$ cat src/hdl/uart_command_frame_parser_top_macros.svh
// ----------------------------------------------------------------------------
// Assertion macros for the command frame parser.
// Defining NO_ASSERTIONS turns every macro into an empty statement.
// ----------------------------------------------------------------------------
`ifndef UART_COMMAND_FRAME_PARSER_TOP_MACROS_SVH
`define UART_COMMAND_FRAME_PARSER_TOP_MACROS_SVH

`ifndef NO_ASSERTIONS
// Checked only while the block is out of reset.
`define UCFP_ASSERT(label, prop, msg) \
    label: assert property (@(posedge i_clk) disable iff (!i_rst_n) prop) else $error(msg);
// Checked at every clock edge, reset included.
`define UCFP_ASSERT_ALWAYS(label, prop, msg) \
    label: assert property (@(posedge i_clk) prop) else $error(msg);
`else
`define UCFP_ASSERT(label, prop, msg)
`define UCFP_ASSERT_ALWAYS(label, prop, msg)
`endif

`endif

$ cat src/hdl/ucfp_pkg.sv
`timescale 1ns / 1ps
// ----------------------------------------------------------------------------
// ucfp_pkg
// Byte codes and result kinds of the command frame parser.
// ----------------------------------------------------------------------------
package ucfp_pkg;

    localparam logic [7:0] BYTE_HDR_FIRST  = 8'hAA;
    localparam logic [7:0] BYTE_HDR_SECOND = 8'hEE;
    localparam logic [7:0] BYTE_TRAILER    = 8'hAE;

    localparam logic [7:0] CODE_MODE  = 8'hB0;
    localparam logic [7:0] CODE_TASK  = 8'hC0;
    localparam logic [7:0] CODE_BACK  = 8'hC1;
    localparam logic [7:0] CODE_START = 8'hC2;
    localparam logic [7:0] CODE_PUMP  = 8'hD0;
    localparam logic [7:0] CODE_MOTOR = 8'hD1;

    // A path byte of this value is stored as zero.
    localparam logic [7:0] BYTE_NODE_ALIAS = 8'd16;

    // The payload counter saturates here.
    localparam logic [6:0] COUNT_LIMIT = 7'd127;
    // Upper bound on stored path entries from the counter width.
    localparam int         COUNT_DEPTH = 126;

    typedef enum logic [2:0] {
        KIND_MODE    = 3'd0,
        KIND_TASK    = 3'd1,
        KIND_BACK    = 3'd2,
        KIND_START   = 3'd3,
        KIND_PUMP    = 3'd4,
        KIND_MOTOR   = 3'd5,
        KIND_UNKNOWN = 3'd6,
        KIND_READ    = 3'd7
    } t_kind;

endpackage

$ cat src/hdl/uart_command_frame_parser_top.sv
`timescale 1ns / 1ps
// ----------------------------------------------------------------------------
// uart_command_frame_parser_top
// Parses command frames from a received byte stream and stores path tables.
// ----------------------------------------------------------------------------
// The block takes one transfer per clock cycle while input ready is high. A
// received byte is parsed in the cycle it is accepted; a path data byte is
// held until the next byte is accepted and written into the task or back path
// memory at that edge. A frame close or a path read gives one result transfer:
// the first stage holds the registered memory read, the second is the output
// register. Input ready drops only when both stages hold results that the sink
// has not taken, so a stalled sink costs no throughput until two results are
// waiting. Bytes that give no result never occupy a stage.
// ----------------------------------------------------------------------------
`include "uart_command_frame_parser_top_macros.svh"

module uart_command_frame_parser_top
    import ucfp_pkg::*;
#(
    parameter int PATH_DEPTH = 64
) (
    input  logic        i_clk,
    input  logic        i_rst_n,
    input  logic        s_axis_tvalid,
    output logic        s_axis_tready,
    // rx_byte [7:0], read_index [13:8], read_back_path [14], zero [15].
    input  logic [15:0] s_axis_tdata,
    // operation [0].
    input  logic        s_axis_tuser,
    output logic        m_axis_tvalid,
    input  logic        m_axis_tready,
    // value [7:0], path_length [14:8], overflow [15].
    output logic [15:0] m_axis_tdata,
    // kind [2:0].
    output logic [2:0]  m_axis_tuser
);

    localparam int         EFF_DEPTH = (PATH_DEPTH < COUNT_DEPTH) ? PATH_DEPTH : COUNT_DEPTH;
    localparam int         ADDR_W    = $clog2(EFF_DEPTH);
    localparam logic [6:0] EFF_LEN   = 7'(EFF_DEPTH);

    logic       r_in_frame,   n_in_frame;
    logic       r_held_valid, n_held_valid;
    logic [7:0] r_held_byte,  n_held_byte;
    logic [6:0] r_pc,         n_pc;
    logic [7:0] r_code,       n_code;
    logic [7:0] r_first,      n_first;
    logic       r_ovf,        n_ovf;
    logic [6:0] r_task_len,   n_task_len;
    logic [6:0] r_back_len,   n_back_len;

    logic [7:0] r_task_mem [EFF_DEPTH];
    logic [7:0] r_back_mem [EFF_DEPTH];
    logic [7:0] r_task_rd;
    logic [7:0] r_back_rd;

    logic       r_s1_valid;
    logic       r_s1_read;
    logic       r_s1_back;
    logic       r_s1_hit;
    t_kind      r_s1_kind;
    logic [7:0] r_s1_value;
    logic [6:0] r_s1_len;
    logic       r_s1_ovf;

    logic       r_out_valid;
    t_kind      r_out_kind;
    logic [7:0] r_out_value;
    logic [6:0] r_out_len;
    logic       r_out_ovf;

    logic        w_accept;
    logic        w_op_read;
    logic [7:0]  w_byte;
    logic [5:0]  w_rd_idx;
    logic        w_rd_back;
    logic [6:0]  w_rd_len;
    logic        w_rd_hit;
    logic [ADDR_W-1:0] w_rd_addr;

    logic        w_hdr;
    logic        w_cls;
    logic        w_take;
    logic        w_is_path;
    logic [6:0]  w_idx;
    logic        w_wr_en;
    logic        w_wr_back;
    logic [7:0]  w_wr_val;
    logic [ADDR_W-1:0] w_wr_addr;

    logic [7:0]  w_code_eff;
    t_kind       w_cls_kind;
    logic [6:0]  w_cls_n;
    logic [6:0]  w_cls_len;
    logic        w_cls_ovf;
    logic [7:0]  w_cls_value;

    logic        w_s1_load;
    logic        w_s1_move;
    logic [7:0]  w_s1_result;

    assign s_axis_tready = !(r_s1_valid && r_out_valid && !m_axis_tready);
    assign w_accept      = s_axis_tvalid && s_axis_tready;
    assign w_op_read     = s_axis_tuser;
    assign w_byte        = s_axis_tdata[7:0];
    assign w_rd_idx      = s_axis_tdata[13:8];
    assign w_rd_back     = s_axis_tdata[14];

    assign w_rd_len  = w_rd_back ? r_back_len : r_task_len;
    assign w_rd_hit  = {1'b0, w_rd_idx} < w_rd_len;
    assign w_rd_addr = ADDR_W'(w_rd_idx);

    assign w_hdr = r_held_valid && (r_held_byte == BYTE_HDR_FIRST)
                   && (w_byte == BYTE_HDR_SECOND);
    assign w_cls = r_in_frame && r_held_valid && (r_held_byte == BYTE_TRAILER)
                   && (w_byte == BYTE_TRAILER);
    assign w_take    = r_held_valid && r_in_frame && !w_hdr && !w_cls;
    assign w_is_path = (r_code == CODE_TASK) || (r_code == CODE_BACK);
    assign w_idx     = r_pc - 7'd1;
    assign w_wr_back = (r_code == CODE_BACK);
    assign w_wr_val  = (r_held_byte == BYTE_NODE_ALIAS) ? 8'd0 : r_held_byte;
    assign w_wr_addr = ADDR_W'(w_idx);
    assign w_wr_en   = w_accept && !w_op_read && w_take && (r_pc != 7'd0)
                       && (r_pc < COUNT_LIMIT) && w_is_path && (w_idx < EFF_LEN);

    assign w_code_eff  = (r_pc == 7'd0) ? 8'd0 : r_code;
    assign w_cls_n     = (w_idx > EFF_LEN) ? EFF_LEN : w_idx;
    assign w_cls_value = (r_pc >= 7'd2) ? r_first : 8'd0;

    always_comb begin
        w_cls_kind = KIND_UNKNOWN;
        w_cls_len  = 7'd0;
        w_cls_ovf  = 1'b0;
        case (w_code_eff)
            CODE_MODE:  w_cls_kind = KIND_MODE;
            CODE_START: w_cls_kind = KIND_START;
            CODE_PUMP:  w_cls_kind = KIND_PUMP;
            CODE_MOTOR: w_cls_kind = KIND_MOTOR;
            CODE_TASK: begin
                w_cls_kind = KIND_TASK;
                w_cls_len  = w_cls_n;
                w_cls_ovf  = r_ovf;
            end
            CODE_BACK: begin
                w_cls_kind = KIND_BACK;
                w_cls_len  = w_cls_n;
                w_cls_ovf  = r_ovf;
            end
            default:    w_cls_kind = KIND_UNKNOWN;
        endcase
    end

    always_comb begin
        n_in_frame   = r_in_frame;
        n_held_valid = r_held_valid;
        n_held_byte  = r_held_byte;
        n_pc         = r_pc;
        n_code       = r_code;
        n_first      = r_first;
        n_ovf        = r_ovf;
        n_task_len   = r_task_len;
        n_back_len   = r_back_len;
        if (w_accept && !w_op_read) begin
            if (w_hdr) begin
                n_in_frame   = 1'b1;
                n_held_valid = 1'b0;
                n_pc         = 7'd0;
                n_code       = 8'd0;
                n_first      = 8'd0;
                n_ovf        = 1'b0;
            end else if (w_cls) begin
                n_in_frame   = 1'b0;
                n_held_valid = 1'b0;
                if (w_cls_kind == KIND_TASK) begin
                    n_task_len = w_cls_n;
                end
                if (w_cls_kind == KIND_BACK) begin
                    n_back_len = w_cls_n;
                end
            end else begin
                if (w_take) begin
                    if (r_pc == 7'd0) begin
                        n_code = r_held_byte;
                        n_pc   = 7'd1;
                    end else if (r_pc >= COUNT_LIMIT) begin
                        if (w_is_path) begin
                            n_ovf = 1'b1;
                        end
                    end else begin
                        if (w_idx == 7'd0) begin
                            n_first = r_held_byte;
                        end
                        if (w_is_path && (w_idx >= EFF_LEN)) begin
                            n_ovf = 1'b1;
                        end
                        n_pc = r_pc + 7'd1;
                    end
                end
                n_held_byte  = w_byte;
                n_held_valid = 1'b1;
            end
        end
    end

    always_ff @(posedge i_clk) begin
        if (!i_rst_n) begin
            r_in_frame   <= 1'b0;
            r_held_valid <= 1'b0;
            r_held_byte  <= 8'd0;
            r_pc         <= 7'd0;
            r_code       <= 8'd0;
            r_first      <= 8'd0;
            r_ovf        <= 1'b0;
            r_task_len   <= 7'd0;
            r_back_len   <= 7'd0;
        end else begin
            r_in_frame   <= n_in_frame;
            r_held_valid <= n_held_valid;
            r_held_byte  <= n_held_byte;
            r_pc         <= n_pc;
            r_code       <= n_code;
            r_first      <= n_first;
            r_ovf        <= n_ovf;
            r_task_len   <= n_task_len;
            r_back_len   <= n_back_len;
        end
    end

    always_ff @(posedge i_clk) begin
        if (w_wr_en && !w_wr_back) begin
            r_task_mem[w_wr_addr] <= w_wr_val;
        end
        if (w_accept && w_op_read && !w_rd_back) begin
            r_task_rd <= r_task_mem[w_rd_addr];
        end
    end

    always_ff @(posedge i_clk) begin
        if (w_wr_en && w_wr_back) begin
            r_back_mem[w_wr_addr] <= w_wr_val;
        end
        if (w_accept && w_op_read && w_rd_back) begin
            r_back_rd <= r_back_mem[w_rd_addr];
        end
    end

    assign w_s1_load = w_accept && (w_op_read || w_cls);
    assign w_s1_move = r_s1_valid && (!r_out_valid || m_axis_tready);

    always_ff @(posedge i_clk) begin
        if (!i_rst_n) begin
            r_s1_valid <= 1'b0;
        end else if (w_s1_load) begin
            r_s1_valid <= 1'b1;
        end else if (w_s1_move) begin
            r_s1_valid <= 1'b0;
        end
    end

    always_ff @(posedge i_clk) begin
        if (w_s1_load) begin
            r_s1_read <= w_op_read;
            r_s1_back <= w_rd_back;
            r_s1_hit  <= w_rd_hit;
            if (w_op_read) begin
                r_s1_kind  <= KIND_READ;
                r_s1_value <= 8'd0;
                r_s1_len   <= w_rd_len;
                r_s1_ovf   <= 1'b0;
            end else begin
                r_s1_kind  <= w_cls_kind;
                r_s1_value <= w_cls_value;
                r_s1_len   <= w_cls_len;
                r_s1_ovf   <= w_cls_ovf;
            end
        end
    end

    always_comb begin
        w_s1_result = r_s1_value;
        if (r_s1_read) begin
            if (!r_s1_hit) begin
                w_s1_result = 8'd0;
            end else if (r_s1_back) begin
                w_s1_result = r_back_rd;
            end else begin
                w_s1_result = r_task_rd;
            end
        end
    end

    always_ff @(posedge i_clk) begin
        if (!i_rst_n) begin
            r_out_valid <= 1'b0;
        end else if (w_s1_move) begin
            r_out_valid <= 1'b1;
        end else if (m_axis_tready) begin
            r_out_valid <= 1'b0;
        end
    end

    always_ff @(posedge i_clk) begin
        if (w_s1_move) begin
            r_out_kind  <= r_s1_kind;
            r_out_value <= w_s1_result;
            r_out_len   <= r_s1_len;
            r_out_ovf   <= r_s1_ovf;
        end
    end

    assign m_axis_tvalid = r_out_valid;
    assign m_axis_tdata  = {r_out_ovf, r_out_len, r_out_value};
    assign m_axis_tuser  = r_out_kind;

    `UCFP_ASSERT(a_len_bound, (r_task_len <= EFF_LEN) && (r_back_len <= EFF_LEN), "path length beyond store depth")
    `UCFP_ASSERT(a_read_enters_stage, (w_accept && w_op_read) |=> (r_s1_valid && r_s1_read), "read transfer did not enter first stage")
    `UCFP_ASSERT(a_header_restarts, (w_accept && !w_op_read && w_hdr) |=> (r_in_frame && (r_pc == 7'd0) && !r_held_valid), "header did not restart the frame")
    `UCFP_ASSERT(a_ovf_path_only, (m_axis_tvalid && m_axis_tdata[15]) |-> ((m_axis_tuser == KIND_TASK) || (m_axis_tuser == KIND_BACK)), "overflow flagged on a non-path result")
    `UCFP_ASSERT_ALWAYS(a_reset_idle, (!$past(i_rst_n)) |-> (!r_s1_valid && !r_out_valid), "result stages not empty after reset")

endmodule

$ cat config.mk
export PLATFORM = sky130hd
export DESIGN_NAME = uart_command_frame_parser_top
export DESIGN_NICKNAME = d
export VERILOG_FILES = /design/src/hdl/ucfp_pkg.sv /design/src/hdl/uart_command_frame_parser_top.sv
export VERILOG_INCLUDE_DIRS = /design/src /design/src/hdl
export SDC_FILE = /design/constraint.sdc
export NUM_CORES = 1
export LEC_CHECK = 0
export ABC_AREA = 1
export BUFFER_PORTS_ARGS = -buffer_cell sky130_fd_sc_hd__buf_2
export CAP_MARGIN = 20
export CELL_PAD_IN_SITES_DETAIL_PLACEMENT = 0
export CELL_PAD_IN_SITES_GLOBAL_PLACEMENT = 1
export CORE_MARGIN = 2
export CORE_UTILIZATION = 40
export CTS_CLUSTER_DIAMETER = 150
export DETAILED_ROUTE_END_ITERATION = 10
export GPL_ROUTABILITY_DRIVEN = 0
export PLACE_DENSITY = 0.67
export SLEW_MARGIN = 15
export SYNTH_ARGS = -nofsm -noshare
export SYNTH_HDL_FRONTEND = slang
export SYNTH_SLANG_ARGS = --single-unit
$ cat constraint.sdc
create_clock -name i_clk -period 12 [get_ports i_clk]
set_input_delay 0.6 -clock i_clk [delete_from_list [all_inputs] [get_ports i_clk]]
set_output_delay 0.6 -clock i_clk [all_outputs]
set_load 0.01 [all_outputs]
# After elaboration in Yosys (flattened, before gate mapping)
# Memories as Yosys holds them, arrays and structs flattened. A register that Yosys moved wholly into a read port is not among the register bits.
# Index checks and enable logic that the tools add are counted.
[classes] mux=44 magnitude_cmp=7 n_eq_ne=20 reduce_logical=56 n_addsub=2 n_bitwise=4
[op_table] cell="two-way mux 8 bit" n=15
[op_table] cell="== test 8 bit (second input constant)" n=12
[op_table] cell="two-way mux 7 bit" n=9
[op_table] cell="logical AND 1 bit" n=24
[op_table] cell="two-way mux 1 bit" n=19
[op_table] cell="case mux 3 bit (6 select lines)" n=1
[op_table] cell="AND reduction 4 bit" n=4
[op_table] cell=">= comparator 7 bit (second input constant)" n=2
[op_table] cell="logical NOT 7 bit" n=2
[op_table] cell="< comparator 7 bit (second input constant)" n=2
[op_table] cell="AND reduction 6 bit" n=2
[op_table] cell="nonzero test 2 bit" n=6
[op_table] cell="== test 8 x 5 -> 1 bit (second input constant)" n=1
[op_table] cell="logical NOT 1 bit" n=8
[op_table] cell="adder 7 x 1 -> 7 bit (second input constant)" n=1
[op_table] cell=">= comparator 7 x 2 -> 1 bit (second input constant)" n=1
[op_table] cell="greater-than comparator 7 bit (second input constant)" n=1
[op_table] cell="< comparator 6 x 7 -> 1 bit" n=1
[op_table] cell="nonzero test 7 bit" n=1
[op_table] cell="subtractor 7 x 1 -> 7 bit (second input constant)" n=1
[op_table] cell="!= test 2 bit (second input constant)" n=3
[op_table] cell="!= test 3 bit (second input constant)" n=2
[op_table] cell="OR reduction 2 bit" n=3
[op_table] cell="NOT 1 bit" n=4
[op_table] cell="6 further kinds" n=8
[totals] memories=2 inputBits=21 register_bits=91 mem_bits_rw=1024 elab_cells=157 output_inout_bits=21
[mem_list] memory="r_back_mem" words=64 word_bits=8 read_ports=1 rd_ports_with_merged_regs=1 wr=1 line_no="uart_command_frame_parser_top.sv:53" source="logic [7:0] r_back_mem [EFF_DEPTH];"
[mem_list] memory="r_task_mem" words=64 word_bits=8 read_ports=1 rd_ports_with_merged_regs=1 wr=1 line_no="uart_command_frame_parser_top.sv:52" source="logic [7:0] r_task_mem [EFF_DEPTH];"

# Logic depth before layout (Yosys ltp)
# Gate-level depths: netlist of the first run.
[depth] ltp_word=14 depth_mapped=14 depth_no_buf=12

# Worst setup path before layout of the first run
# OpenSTA, ideal clock, no wires.
[synth_timing] path_kind="register to register" startpoint="register r_held_byte[5]" endpoint="memory r_back_mem[0][4], data pin" path_buffers=0 period_less_slack_ns=5.223 required_ns=11.042 setup_ns=0.958 path_stages_with_launch=3 slack_ns=6.777 t_arrival_ns=4.264 path_cell_list="dfxtp_1 inv_1 a41oi_1"
[synth_between] elab_chain_len=2
[synth_lines] item="start: declaration" line_no="uart_command_frame_parser_top.sv:44" source="logic [7:0] r_held_byte, n_held_byte;"
[synth_lines] item="start signal: assignment" line_no="uart_command_frame_parser_top.sv:219" source="r_held_byte <= n_held_byte;"
[synth_lines] item="== test 8 x 5 -> 1 bit" line_no="uart_command_frame_parser_top.sv:121" source="assign w_wr_val = (r_held_byte == BYTE_NODE_ALIAS) ? 8'd0 : r_held_byte;"
[synth_lines] item="two-way mux 8 bit" line_no="uart_command_frame_parser_top.sv:121"
[synth_lines] item="net w_wr_val[4]" line_no="uart_command_frame_parser_top.sv:88" source="logic [7:0] w_wr_val;"
[synth_lines] item="end: declaration" line_no="uart_command_frame_parser_top.sv:53"
# The timed path passes the listed nets, and every way through them passes these cells.

# Worst setup path after layout of the first run
[layout_timing] startpoint="register r_pc[0]" endpoint="memory r_task_mem[21][5], enable pin"
[layout_between] elab_chain_len=8 word_cells_on_any_way=11 classes_between="add/sub (1); order compare (2); mux (2); reduce/logical (6)"
[layout_lines] item="start: declaration" line_no="uart_command_frame_parser_top.sv:45" source="logic [6:0] r_pc, n_pc;"
[layout_lines] item="start signal: assignment" line_no="uart_command_frame_parser_top.sv:220" source="r_pc <= n_pc;"
[layout_lines] item="parallel branches: the longest is 8 deep, another holds subtractor 7 x 1 -> 7 bit"
[layout_lines] item="end: declaration" line_no="uart_command_frame_parser_top.sv:52"
# Several ways; the timed one is not identified.

==> impl_metrics.py, run 1 <==
metrics = {
    "setup_path": {
        "required_ns": 12.32,
        "critPathMaxStageDelay_ns": 0.85,
        "end_kind": "register",
        "critPathSlowestCell": "nor2_1",
        "worst_ep_arrival_time_ns": 4.59,
        "critPathKind": "register to register",
        "cp_cell_sequence": "inv_2, ha_1, nand4_1, nand2_1, nor4_4, o21ai_4, buf_4, nor2_1",
        "start_kind": "register",
        "critPathMaxFanout": 64,
        "regToRegSetupSlack_ns": 7.72,
    },
    "clocking": {
        "ctsHtreeMaxLevel": 3,
        "hold_buffers": 0,
        "cts.path.max_buffers": 3,
        "clockRootBuffer": "clkbuf_16",
        "clkLatencyLatePin_ns": 0.70,
        "clk_pin_slew_ns": 0.06,
        "cts_resized": 0,
        "cts_setup_buffers": 0,
        "clock_sinks": 1131,
        "cts_buffers": 118,
        "cts_tree": "built",
    },
    "logic_synthesis": {
        "netlist-cell-type-count": 35,
        "synthTopCellsByCount": "edfxtp_1, nor2_1, nand2_1",
        "yosys.area.top_type": "edfxtp_1",
        "syn_area_sq_um": 46030,
        "yosys-top-cells-area": "edfxtp_1, nor2_1, nand2_1",
        "yosysSeqAreaShare_pct": 72.69,
        "ys_ff_latch": 1131,
        "syn_area_per_cell_sq_um": 11.62,
        "ys.flop_type": "edfxtp_1",
        "async_flop_share_pct": 0,
        "yosys.area.top_type_share_pct": 70.52,
        "synth_most_common_cell": "edfxtp_1",
        "syn_nets": 3993,
        "synth.yosys.warnings": 0,
        "synthCells": 3963,
        "synth_edf_count": 1081,
    },
    "layout": {
        "final_util_pct": 45.05,
        "stdcell_count": 5529,
        "num-fill-cells": 10630,
        "nets": 3943,
        "areaGrowthSynthToFinish_pct": 11.76,
        "drive_gt1_share_pct": 7.424,
    },
    "global_routing": {
        "antenna_found_initial": 2,
        "grt_max_degree": 206,
        "grtUsageTotal_pct": 21.24,
        "grt_pass1_vias": 27750,
        "grt.overflow.total": 0,
        "grt_pass1_wl_um": 185300,
    },
    "placement": {
        "placedCellCount": 5303,
        "port_buffers": 40,
        "dp_hpwl_um": 72330,
    },
    "timing": {
        "slew_headroom_pct": 28.09,
        "hold_violations": 0,
        "post-route-min-period_ns": 4.275,
        "tns_ns": 0,
        "finClkSkew_ns": 0.03084,
        "fin_crit_sh_pct": 35.63,
        "drv_slew": 0,
        "tightest_slew_ns": 1.073,
        "rsz0062_at_grt": "false",
        "timing.fmax_mhz": 233.9,
        "setup_viol": 0,
    },
    "die": {
        "chipWidth_um": 343.2,
        "num_io_pins": 42,
        "start_util_pct": 40.31,
        "coreArea_sq_um": 114200,
        "dieArea_sq_um": 117800,
        "num_rows": 124,
        "dieHeight_um": 343.2,
    },
    "drt": {
        "drtIter0Drc": 2851,
        "vias": 29950,
        "drcViolationCount": 0,
        "ant_nets": 0,
        "via_per_inst": 5.417,
        "routedWlPerCell_um": 22.99,
        "routed_wl_um": 127100,
        "dr.pass1.iters": 5,
    },
    "run": {
        "maxCapViolCount": 0,
    },
    "power_and_ir_drop": {
        "powerDensity_nw_per_um2": 164.4,
        "irDropWorstVdd_mv": 0.1208,
        "total_power_w": 0.008458,
        "leakage_nw": 17.36,
    },
    "worst_hold_path": {
        "hp-class": "input port to register",
    },
    "status": {
        "outcome": "finished clean",
    },
}
## registers in the layout, summed over array words and instances (netlist names), 7 cells and up
register and flops:
r_back_len 7, r_back_mem 512, r_back_rd 8, r_code 8
r_first 8, r_held_byte 8, r_out_len 7, r_out_value 8
r_pc 7, r_s1_len 7, r_s1_value 8, r_task_len 7
r_task_mem 512, r_task_rd 8
## final timing paths
check,endpoint,cells past startpoint,from
min reg2reg,r_out_len[2],0,r_s1_len[2]
max reg2reg,r_task_mem[21][5],8,r_pc[0]
max,r_task_mem[21][5],8,r_pc[0]
min,r_s1_read,1,s_axis_tuser
## final cells by class
class / count / area [sq um] / area share (%)
Antenna cell: 3 / 7.507 / 0.01459
Clock buffer: 150 / 3178 / 6.177
Clock inverter: 71 / 661.9 / 1.287
Inverter: 80 / 315.3 / 0.6129
Multi-Input combinational cell: 2493 / 11280 / 21.93
Sequential cell: 1131 / 33490 / 65.09
Tap cell: 1512 / 1892 / 3.677
Timing Repair Buffer: 89 / 623.1 / 1.211
## through the flow
stage	hold slack [ns]	instance area [sq um]	setup slack [ns]
finish	0.1875	51450	7.725
global route	0.1674	51440	7.525
CTS	0.1553	51400	7.710
detailed placement	0.4045	47560	7.341
global placement	0.4077	47560	7.338
floorplan	0.4003	46030	6.777
## placed cells by master, fill, tap and decap left out, types with 12 or more instances in the layout
cell type	synthesis	layout
edfxtp_1	1081	1081
nor2_1	724	724
nand2_1	723	722
o21ai_0	534	533
o22ai_1	268	268
nand3_1	124	124
clkbuf_16	0	122
inv_1	69	66
buf_4	2	47
dfxtp_1	50	43
a21oi_1	39	39
buf_2	55	37
clkinv_1	1	28
nand4_1	27	27
clkinv_2	0	27
clkbuf_1	184	26
bufinv_16	0	12
## power breakdown
part           internal (W)  switching, W
sequential          0.00434     0.0000354
combinational      0.000104      0.000332
clock               0.00212       0.00152
total               0.00657       0.00189
## worst max-delay path, delay by kind of cell, from the launching register on
kind / cells / cell delay [ns]
compound gates: 1 / 0.08
fa+ha+maj: 1 / 0.31
flops: 1 / 0.65
simple gates: 4 / 2.17
buf+inv: 2 / 0.57
## logic make-up (layout without fill, tap and decap cells)
group                    count (synthesis)  count (layout)  synth area share [%]
AO/OA/AOI/OAI                          851             851                 10.05
XOR/XNOR                                 4               4               0.07610
buffers and inverters                  339             390                 2.930
other                                    0               3                     0
flip-flops                            1131            1131                 72.69
multiplexers                             6               6                0.1305
AND/OR/NAND/NOR                       1623            1623                 13.88
adder cells (fa/ha/maj)                  9               9                0.2446
## routing by layer
layer  global-route usage (%)  vias up  share of wire, %  routed length (um)
met5                        0        -             0.031                  40
met4                    6.013        2               2.6                3310
met3                    3.995      176               6.5                8315
met2                    33.19      856                46               58410
met1                    30.40    14840                45               57040
li1                         -    14070                 -                   -
Note: power is estimated with default switching activity, not from simulation.
==> run 2, diff against run 1 <==
==> constraint.sdc (replaced) <==
create_clock -name i_clk -period 4.25 [get_ports i_clk]
set_input_delay 0.2125 -clock i_clk [delete_from_list [all_inputs] [get_ports i_clk]]
set_output_delay 0.2125 -clock i_clk [all_outputs]
set_load 0.01 [all_outputs]
==> impl_metrics.py, run 2 (same netlist as run 1, synthesis figures left out) <==
metrics = {
    "status": {
        "outcome": "finished clean",
    },
    "timing": {
        "rsz0062_at_grt": "false",
        "hold_violations": 0,
        "fin_crit_sh_pct": 77.28,
        "drv_slew": 0,
        "tns_ns": 0,
        "post-route-min-period_ns": 3.284,
        "timing.fmax_mhz": 304.5,
        "finClkSkew_ns": 0.02046,
        "setup_viol": 0,
        "tightest_slew_ns": 1.072,
        "slew_headroom_pct": 28.55,
    },
    "setup_path": {
        "critPathSlowestCell": "nor2_1",
        "cp_cell_sequence": "inv_2, ha_1, nand2_1, o21ai_0, nand2_1, nor2_1, inv_1, nor2_1, nand2_1, nor2_1",
        "worst_ep_arrival_time_ns": 3.61,
        "critPathMaxStageDelay_ns": 0.65,
        "required_ns": 4.57,
        "start_kind": "register",
        "critPathMaxFanout": 11,
        "end_kind": "register",
        "critPathKind": "register to register",
    },
    "power_and_ir_drop": {
        "irDropWorstVdd_mv": 0.3826,
        "powerDensity_nw_per_um2": 455.5,
        "total_power_w": 0.02411,
        "leakage_nw": 18.26,
    },
    "layout": {
        "largestRegisters": "r_back_mem x512, r_task_mem x512",
        "areaGrowthSynthToFinish_pct": 14.96,
        "drive_gt1_share_pct": 10.34,
        "final_cell_mix": "edfxtp_1, nor2_1, nand2_1",
        "nets": 4100,
        "final_common_cell": "edfxtp_1",
        "antennaDiodeCount": 0,
    },
    "drt": {
        "drcViolationCount": 0,
        "routedWlPerCell_um": 22.57,
        "drtIter0Drc": 3230,
        "routed_wl_um": 128200,
        "ant_nets": 0,
        "via_per_inst": 5.380,
        "vias": 30560,
        "dr.pass1.iters": 5,
    },
    "die": {
        "dieHeight_um": 343.2,
        "start_util_pct": 40.31,
        "coreArea_sq_um": 114200,
        "chipWidth_um": 343.2,
        "num_io_pins": 42,
        "dieArea_sq_um": 117800,
        "num_rows": 124,
    },
    "global_routing": {
        "grt.overflow.total": 0,
        "grt_max_degree": 130,
        "antenna_found_initial": 2,
        "grtUsageTotal_pct": 21.54,
        "grt_pass1_wl_um": 188600,
        "grt_pass1_vias": 28910,
    },
    "placement": {
        "port_buffers": 40,
        "dp_hpwl_um": 73050,
    },
    "clocking": {
        "hold_buffers": 20,
        "clk_pin_slew_ns": 0.06,
        "clockRootBuffer": "clkbuf_16",
        "clkLatencyLatePin_ns": 0.71,
        "cts_buffers": 117,
        "ctsHtreeMaxLevel": 3,
        "cts_tree": "built",
        "clock_sinks": 1131,
        "cts_resized": 0,
        "cts_setup_buffers": 0,
        "cts.path.max_buffers": 3,
    },
    "worst_hold_path": {
        "hp-class": "input port to register",
    },
    "run": {
        "maxCapViolCount": 0,
    },
}
run 2: cell count changes in the layout (fill, tap and decap cells not counted), sizes merged:
cell         previous run  this run
buf                    89       227
bufinv                 12        16
clkbuf                150       148
clkinv                 58        46
clkinvlp                2         5
diode                   3         0
dlygate4sd3             0        20
inv                    79        83
run 2: routing by layer:
| layer | part of all wire [%] | GRT usage [%] |
|---|---|---|
| met1 | 45 | 31.01 |
| met5 | 0.0062 | 0 |
| met3 | 5.5 | 2.956 |
| met2 | 47 | 34.25 |
| met4 | 2.5 | 6.177 |
run 2: critical path: cells and delay by family (launching register included):
kind                     cells  cell delay (ns)
buffers and inverters        2             0.23
adder cells (fa/ha/maj)      1             0.29
AO/OA/AOI/OAI                1             0.14
AND/OR/NAND/NOR              6             1.93
flip-flops                   1             0.31
run 2: cell type report:
class	count	area [sq um]
clock buffers	148	3149
clock inverters	70	765.7
fillers	10410	61270
inverters	80	315.3
multi-input cells	2493	11270
flip-flops and latches	1131	33490
well taps	1512	1892
repair buffers	247	2034
run 2: through the flow:
stage          setup slack, ns  util (%)  instances  area [sq um]  hold slack (ns)
3_5_place_dp            0.8828     42.73       5442         48790           0.4045
2_1_floorplan            1.060         -       3963         46040           0.3114
5_1_grt                 0.6454     46.34       5681         52920           0.1675
3_3_place_gp            0.9189     42.72       5441         48780           0.4074
6_report                0.9655     46.34       5681         52920           0.1723
4_1_cts                 0.8954     46.33       5680         52910           0.1549
run 2: worst paths after layout:
check,from,to,slack (ns),cells after the start
worst max-delay path,r_pc[0],r_task_mem[15][7],0.97,10
worst min-delay path,s_axis_tvalid,r_s1_kind[1],0.17,3
worst max register to register,r_pc[0],r_task_mem[15][7],0.97,10
worst min register to register,r_s1_ovf,r_out_ovf,0.40,0
run 2: power breakdown:
part / leakage (nW) / internal, W / switching, W
Sequential: 10.5 / 0.0123 / 0.0000211
Clock: 1.90 / 0.00619 / 0.00426
Combinational: 5.91 / 0.000330 / 0.00104
Total: 18.3 / 0.0188 / 0.00532
